<file path="config.mk">
export PLATFORM = sky130hd
export DESIGN_NAME = hecr_ctrl
export DESIGN_NICKNAME = d
export VERILOG_FILES = /design/src/rtl/core/hecr_pkg.sv /design/src/rtl/core/hecr_ctrl.sv
export SDC_FILE = /design/constraint.sdc
export NUM_CORES = 1
export LEC_CHECK = 0
export BUFFER_PORTS_ARGS = -buffer_cell sky130_fd_sc_hd__buf_2
export CAP_MARGIN = 10
export CELL_PAD_IN_SITES_DETAIL_PLACEMENT = 2
export CELL_PAD_IN_SITES_GLOBAL_PLACEMENT = 2
export CORE_AREA = 2 2 39 41
export CTS_BUF_LIST = sky130_fd_sc_hd__clkbuf_4
export CTS_CLUSTER_DIAMETER = 30
export DETAILED_ROUTE_END_ITERATION = 16
export DIE_AREA = 0 0 41 43
export GPL_ROUTABILITY_DRIVEN = 0
export PLACE_DENSITY = 0.52
export SLEW_MARGIN = 20
export SYNTH_ARGS = -nofsm -noshare
export SYNTH_HDL_FRONTEND = slang
export SYNTH_SLANG_ARGS = --single-unit
</file>
<file path="constraint.sdc">
create_clock -name clk -period 1.5 [get_ports clk]
set_input_delay 0.075 -clock clk [delete_from_list [all_inputs] [get_ports clk]]
set_output_delay 0.075 -clock clk [all_outputs]
set_load 0.02 [all_outputs]
</file>
<file path="src/rtl/core/hecr_pkg.sv">
// Shared types, register codes and field constants for the hashed entry cache.
// No dependencies; the interfaces, controller, datapath, top level and testbench import it.
package hecr_pkg;

  // Default table depth and payload field widths
  localparam int ENTRIES_DEFAULT = 4096;
  localparam int KEY_W           = 64;
  localparam int HASH_BITS       = 4;
  localparam int HASH_STEPS      = KEY_W / HASH_BITS;
  localparam int HASH_CNT_W      = $clog2(HASH_STEPS + 1);
  localparam int PAYLOAD_W       = 48;
  localparam int INFO_W          = 20;

  typedef logic [KEY_W-1:0]   key_t;
  typedef logic [7:0]         ply_t;
  typedef logic [15:0]        move_t;
  typedef logic signed [15:0] score_t;
  typedef logic [7:0]         depth_t;
  typedef logic [1:0]         bound_t;
  typedef logic [7:0]         gen_t;
  typedef logic [14:0]        thr_t;
  typedef logic               cfg_index_t;
  typedef logic [14:0]        cfg_data_t;

  // Operation codes
  localparam logic MODE_PROBE = 1'b0;
  localparam logic MODE_STORE = 1'b1;

  // Bound kinds
  localparam bound_t BOUND_NONE  = 2'd0;
  localparam bound_t BOUND_LOWER = 2'd1;
  localparam bound_t BOUND_UPPER = 2'd2;
  localparam bound_t BOUND_EXACT = 2'd3;

  // Configuration register indexes
  localparam cfg_index_t CFG_MATE_THRESHOLD     = 1'b0;
  localparam cfg_index_t CFG_CURRENT_GENERATION = 1'b1;

  // Configuration reset values
  localparam thr_t MATE_THRESHOLD_RESET     = 15'd30000;
  localparam gen_t CURRENT_GENERATION_RESET = 8'd0;

  // Commands from the controller to the datapath
  typedef struct packed {
    logic load_item;
    logic read_en;
    logic read_from_input;
    logic hash_step;
    logic clear_step;
    logic commit;
  } hecr_cmd_t;

  // Status from the datapath to the controller
  typedef struct packed {
    logic hash_done;
    logic clear_done;
    logic out_free;
  } hecr_status_t;

  function automatic logic is_pow2(input int n);
    return (n > 0) && ((n & (n - 1)) == 0);
  endfunction

  function automatic int idx_width(input int n);
    return (n > 1) ? $clog2(n) : 1;
  endfunction

endpackage

</file>
<file path="src/rtl/core/hecr_ctrl.sv">
// Sequencing controller: clearing pass, index hashing, table read, evaluate.
// Depends on hecr_pkg for command and status structs.
module hecr_ctrl #(
  parameter int ENTRIES = hecr_pkg::ENTRIES_DEFAULT
) (
  input  logic                  clk,
  input  logic                  rst,
  input  logic                  req_valid,
  output logic                  req_ready,
  input  hecr_pkg::hecr_status_t status,
  output hecr_pkg::hecr_cmd_t    cmd
);
  import hecr_pkg::*;

  localparam logic FAST_INDEX = is_pow2(ENTRIES);

  localparam logic [2:0] S_CLEAR = 3'd0;
  localparam logic [2:0] S_IDLE  = 3'd1;
  localparam logic [2:0] S_HASH  = 3'd2;
  localparam logic [2:0] S_READ  = 3'd3;
  localparam logic [2:0] S_EVAL  = 3'd4;

  logic [2:0] state;
  logic [2:0] state_next;

  assign req_ready = (state == S_IDLE);

  // Next state and commands
  always_comb begin
    state_next = state;
    cmd        = '0;
    unique case (state)
      S_CLEAR: begin
        cmd.clear_step = 1'b1;
        if (status.clear_done) begin
          state_next = S_IDLE;
        end
      end
      S_IDLE: begin
        if (req_valid) begin
          cmd.load_item = 1'b1;
          if (FAST_INDEX) begin
            cmd.read_en         = 1'b1;
            cmd.read_from_input = 1'b1;
            state_next          = S_EVAL;
          end else begin
            state_next = S_HASH;
          end
        end
      end
      S_HASH: begin
        if (status.hash_done) begin
          state_next = S_READ;
        end else begin
          cmd.hash_step = 1'b1;
        end
      end
      S_READ: begin
        cmd.read_en = 1'b1;
        state_next  = S_EVAL;
      end
      S_EVAL: begin
        // hold here while the previous result still waits
        if (status.out_free) begin
          cmd.commit = 1'b1;
          state_next = S_IDLE;
        end
      end
      default: begin
        state_next = S_IDLE;
      end
    endcase
  end

  always_ff @(posedge clk) begin
    if (rst) begin
      state <= S_CLEAR;
    end else begin
      state <= state_next;
    end
  end

endmodule

</file>
# Word level (Yosys, flattened, before mapping)
# Index checks and enable logic that the tools add are counted.
[op_classes]
eq_ne = 8
n_mux = 14
reduce_logical = 2
[ops]
columns = ["operator", "count"]
rows = [
  ["$mux 3", 5],
  ["$pmux 3 s5", 1],
  ["$ne 2x2->1 const B", 4],
  ["$mux 1", 7],
  ["$eq 3x2->1 const B", 2],
  ["$reduce_and 4->1", 1],
  ["$eq 3x1->1 const B", 1],
  ["$eq 3x3->1 const B", 1],
  ["$logic_not 3->1", 1],
  ["$pmux 1 s2", 1],
]
[word_totals]
ff_bits = 3
input_bits = 6
output_inout_bits = 7

# Longest topological paths before layout
# Gate-level depths: netlist (run 1).
[logic_depth]
depth_word = 3
ltp_mapped = 4
ltp_nobuf = 3

# Worst setup path after synthesis (run 1)
# No wires, ideal clock.
[synth_timing]
path_type = "reg2out"
start = "reg state[2]"
end = "out cmd[5] (netlist bit)"
arrival_ns = 1.305
slack_ns = 0.120
stages_incl_launch_ff = 5
n_path_buf = 1
cell_sequence = "dfxtp_1 nand2b_1 nor2_1 and2_1 buf_4"
[synth_lines]
columns = ["item", "line", "rtl"]
rows = [
  ["start, declared", "hecr_ctrl.sv:23", "logic [2:0] state;"],
  ["start signal, assigned", "hecr_ctrl.sv:79", "state <= state_next;"],
  ["end, declared", "hecr_ctrl.sv:11", "output hecr_pkg::hecr_cmd_t cmd"],
]

==> impl_metrics.yaml, run 1 <==
synthesis:
  synth_simple_gate_area_frac: 0.432
  syn_nets: 26
  synth_seq_cells: 3
  syn_area_per_cell_um2: 8.26
  synth_top_area_share: 0.364
  muxShareOfSynthArea: 0.0606
  synth_area_leaders: "dfxtp_1 (36%), nor2_1 (14%), mux2i_1 (6.1%), nor4bb_1 (6.1%), or4b_1 (6.1%)"
  ys_types: 13
  yosysWarnings: 0
  synth-xor-area-share: 0
  synth_top_family_by_area: "simple AND/OR/NAND/NOR gates"
  synth_top_cell_by_area: "dfxtp_1"
  ys_seq_area_frac: 0.364
  netlist_area_um2: 165
  synth_fa_ha_area_frac: 0
  syn_inst: 20
  synth_compound_area_frac: 0.0985
pwr:
  irDropWorstVdd_mv: 0.261
  total_power_uw: 304
  p_leak_nw: 0.134
  power.density_mw_per_mm2: 1140
global_routing:
  grt_overflow: 0
  grt_pass1_wl_um: 696
  grt_max_degree: 8
  antenna_found_initial: 0
  grt_pass1_vias: 208
  track_usage: 0.0622
layout:
  regMostFlops: "state"
  largest_reg_flops: 3
  reg_top3: "state (3)"
  num-nets-final: 42
  antennaDiodeCount: 0
  drive_gt1_frac: 0.486
  syn2layout_area_growth_pct: 62.1
drt:
  drc: 0
  ant_nets: 0
  viasPerCell: 4.00
  dr_total_vias: 204
  wire_per_inst_um: 9.63
  drt-initial-drc-count: 0
  first_pass_iters: 1
  wirelength_um: 491
clock_network:
  clockBufferDepth: 2
  insertion_delay_ps: 230
  cts_buffers: 3
  cts_hold_buf: 0
  postCtsSetupBuffers: 0
  cts_resized: 0
  cts_max_level: 1
  clockRootBuffer: "clkbuf_4"
  cts.sinks: 3
  cts_tree: "done"
  cts.clk_slew.worst_paths_ps: 30
floorplan:
  die_y_um: 43
  die_area_mm2: 0.00176
  ios: 13
  num_rows: 14
  start_util: 0.119
  core_mm2: 0.00138
  die_w_um: 41
sta:
  hold_violations: 0
  fin_crit_ps: 1250
  setup_viol: 0
  worst_slew_pin_slew_ps: 236
  skew_ps: 1.44
  max_freq_ghz: 0.799
  fin_setup_tns_ps: 0
  fin_crit_sh: 0.834
  rsz0062_at_grt: "no"
  drv_slew: 0
  slew_headroom: 0.841
setup_path:
  path_cells: "nand2b_1, nor2_1, and2_1, buf_2"
  end_kind: "output port"
  crit_type: "reg -> out"
  crit_fanout: 5
  cp-start-kind: "flip-flop"
  required_ps: 1420
  cpPeakStageDelay_ps: 320
  cp.arrival_ps: 1180
  cp_top_family: "simple AND/OR/NAND/NOR gates"
  critPathBufInv: 1
  cp_slowest_cell: "dfxtp_1"
placement:
  io_buffers: 12
run:
  maxCapViolations: 0
outcome:
  outcome: "finished, final reports clean"
hold_path:
  holdCritPathClass: "in -> reg"
per-layer routing:
metal / vias to the layer above / track usage / part of all wire
met3: 0 / 0.0157 / 0.12
met4: 0 / 0.0800 / 0
met5: - / 0 / 0
met1: 93 / 0.0609 / 0.40
li1: 98 / - / -
met2: 13 / 0.0875 / 0.47
cell type report:
| cell class | count | area (µm²) |
|---|---|---|
| Clock buffer | 4 | 30.0 |
| Fill cell | 172 | 1120 |
| Multi-Input combinational cell | 16 | 97.6 |
| Sequential cell | 3 | 60.1 |
| Tap cell | 16 | 20.0 |
| Timing Repair Buffer | 12 | 60.1 |
worst paths after layout:
check | startpoint | endpoint | slack [ps] | depth (start not counted)
setup / recovery | state[2] | cmd[3] | 250 | 4
hold / removal | rst | state[1] | 40 | 2
setup reg to reg | state[1] | state[0] | 320 | 3
hold reg to reg | state[1] | state[1] | 560 | 2
through the flow:
stage / hold slack (ps) / util / std cells / setup WS [ps] / area, µm²
2_1_floorplan: 147 / - / 20 / 120 / 165
3_3_place_gp: 267 / 0.172 / 47 / 343 / 238
3_5_place_dp: 271 / 0.172 / 47 / 308 / 238
4_1_cts: 30.4 / 0.193 / 51 / 229 / 268
5_1_grt: 40.1 / 0.193 / 51 / 144 / 268
6_report: 36.0 / 0.193 / 51 / 249 / 268
Yosys cell counts:
library cell  number
or4b_1             1
mux2i_1            1
nor2_1             6
and2_1             1
and2b_1            1
nor4bb_1           1
a211oi_1           1
nor3_1             1
dfxtp_1            3
o21ai_2            1
buf_4              1
nand2_1            1
nand2b_1           1
kinds of logic (layout without fill, tap and decap cells):
kind of cell           Yosys count  in the layout
muxes                            1              1
AOI/OAI and AO/OA                2              2
DFF                              3              3
and+or+nand+nor                 13             13
buffers and inverters            1             16
layout by cell type (no fill, tap or decap):
cell type  count
buf_2         12
nor2_1         6
clkbuf_4       4
dfxtp_1        3
nand2b_1       1
and2_1         1
nand2_1        1
nor3_1         1
nor4bb_1       1
mux2i_1        1
or4b_1         1
o21ai_2        1
a211oi_1       1
and2b_1        1
power by group:
group          switching, mW  total, mW  internal [mW]
Clock                 0.0371      0.154          0.117
Combinational         0.0366     0.0602         0.0236
Sequential           0.00482     0.0896         0.0847
Total                 0.0786      0.304          0.226
Note: power is estimated with default switching activity, not from simulation.
==> inputs of run 2 (changes only) <==
==> constraint.sdc (replaced) <==
create_clock -name clk -period 1.3 [get_ports clk]
set_input_delay 0.065 -clock clk [delete_from_list [all_inputs] [get_ports clk]]
set_output_delay 0.065 -clock clk [all_outputs]
set_load 0.02 [all_outputs]
==> impl_metrics.yaml, run 2 (synthesis results as in run 1) <==
layout:
  syn2layout_area_growth_pct: 75.8
  mostFrequentLayoutCells: "buf_2 (10), nor2_1 (5), clkbuf_4 (4), buf_4 (3), dfxtp_1 (3)"
  largest_reg_flops: 3
  multiInputGateArea_um2: 108
  reg_top3: "state (3)"
  num-nets-final: 43
  register_area_um2: 60.1
  drive_gt1_frac: 0.556
  layout_commonest_cell: "buf_2"
  regMostFlops: "state"
  fillers: 172
  antennaDiodeCount: 0
drt:
  wire_per_inst_um: 10.8
  ant_nets: 0
  dr_total_vias: 200
  drc: 0
  viasPerCell: 3.85
  first_pass_iters: 2
  wirelength_um: 562
  drt-initial-drc-count: 2
setup_path:
  cp_slowest_cell: "dfxtp_1"
  cp.arrival_ps: 1170
  end_kind: "output port"
  cpPeakStageDelay_ps: 310
  path_cells: "buf_4, nor4bb_1, buf_2"
  cp-start-kind: "flip-flop"
  crit_fanout: 6
  crit_type: "reg -> out"
  required_ps: 1240
sta:
  slew_headroom: 0.847
  holdWs_ps: 22.7
  setup_viol: 0
  hold_violations: 0
  fin_crit_sh: 0.949
  rsz0062_at_grt: "yes"
  fin_setup_tns_ps: 0
  skew_ps: 0.662
  setup_slack_ps: 66.2
  fin_crit_ps: 1230
  worst_slew_pin_slew_ps: 227
  max_freq_ghz: 0.810
  drv_slew: 0
clock_network:
  cts.sinks: 3
  cts.clk_slew.worst_paths_ps: 30
  clockBufferDepth: 2
  cts_buffers: 3
  insertion_delay_ps: 230
  cts_tree: "done"
  clockRootBuffer: "clkbuf_4"
  cts_hold_buf: 0
  postCtsSetupBuffers: 0
  cts_resized: 0
  cts_max_level: 1
floorplan:
  num_rows: 14
  die_area_mm2: 0.00176
  core_mm2: 0.00138
  die_w_um: 41
  ios: 13
  start_util: 0.119
  die_y_um: 43
global_routing:
  grt_max_degree: 7
  track_usage: 0.0711
  grt_pass1_vias: 228
  antenna_found_initial: 0
  grt_pass1_wl_um: 821
  grt_overflow: 0
pwr:
  switching_share: 0.267
  power.switching_uw: 97.1
  power.density_mw_per_mm2: 1250
  pwr-share-clk: 0.501
  combinationalPowerShare: 0.209
  p_leak_nw: 0.141
  total_power_uw: 363
  irDropWorstVdd_mv: 0.320
  seqPwrFrac: 0.290
  p_int_uw: 266
placement:
  io_buffers: 12
  pre_cts_slack_ps: 137
outcome:
  outcome: "finished, final reports clean"
hold_path:
  holdCritPathClass: "in -> reg"
run:
  maxCapViolations: 0
## run 2: final cells by class
type                            instances  share of cell area
Tap cell                               16              0.0690
Sequential cell                         3               0.207
Multi-Input combinational cell         16               0.371
Clock buffer                            4               0.103
Timing Repair Buffer                   13               0.250
## run 2: worst paths after layout
kind / start / endpoint / slack [ps] / cells after the start
min: rst / state[1] / 20 / 2
max reg2reg: state[0] / state[0] / 110 / 3
max: state[1] / cmd[0] / 70 / 3
min reg2reg: state[1] / state[1] / 630 / 3
## run 2: routing by layer
layer	global-route usage	part of all wire	vias to the layer above
met5	0	0	-
met4	0.0600	0	0
met3	0.0366	0.13	0
met2	0.100	0.48	13
met1	0.0735	0.39	87
li1	-	-	100
## run 2: power groups by stage
stage	registers, mW	logic [mW]	clock network, mW
floorplan	0.103	0.0469	0
global placement	0.104	0.0702	0
detailed placement	0.105	0.0718	0
CTS	0.104	0.0720	0.195
global route	0.107	0.0833	0.202
finish	0.105	0.0760	0.182
## run 2: metrics by stage
stage / utilization / instance area [µm²] / cells
floorplan: - / 168 / 20
global placement: 0.179 / 248 / 48
detailed placement: 0.179 / 248 / 48
CTS: 0.201 / 278 / 52
global route: 0.210 / 290 / 52
finish: 0.210 / 290 / 52
## run 2: worst max-delay path, delay by kind of cell, from the launching register on
kind / cells / cell delay, ps
DFF: 1 / 310
buffers and inverters: 2 / 370
and+or+nand+nor: 1 / 260
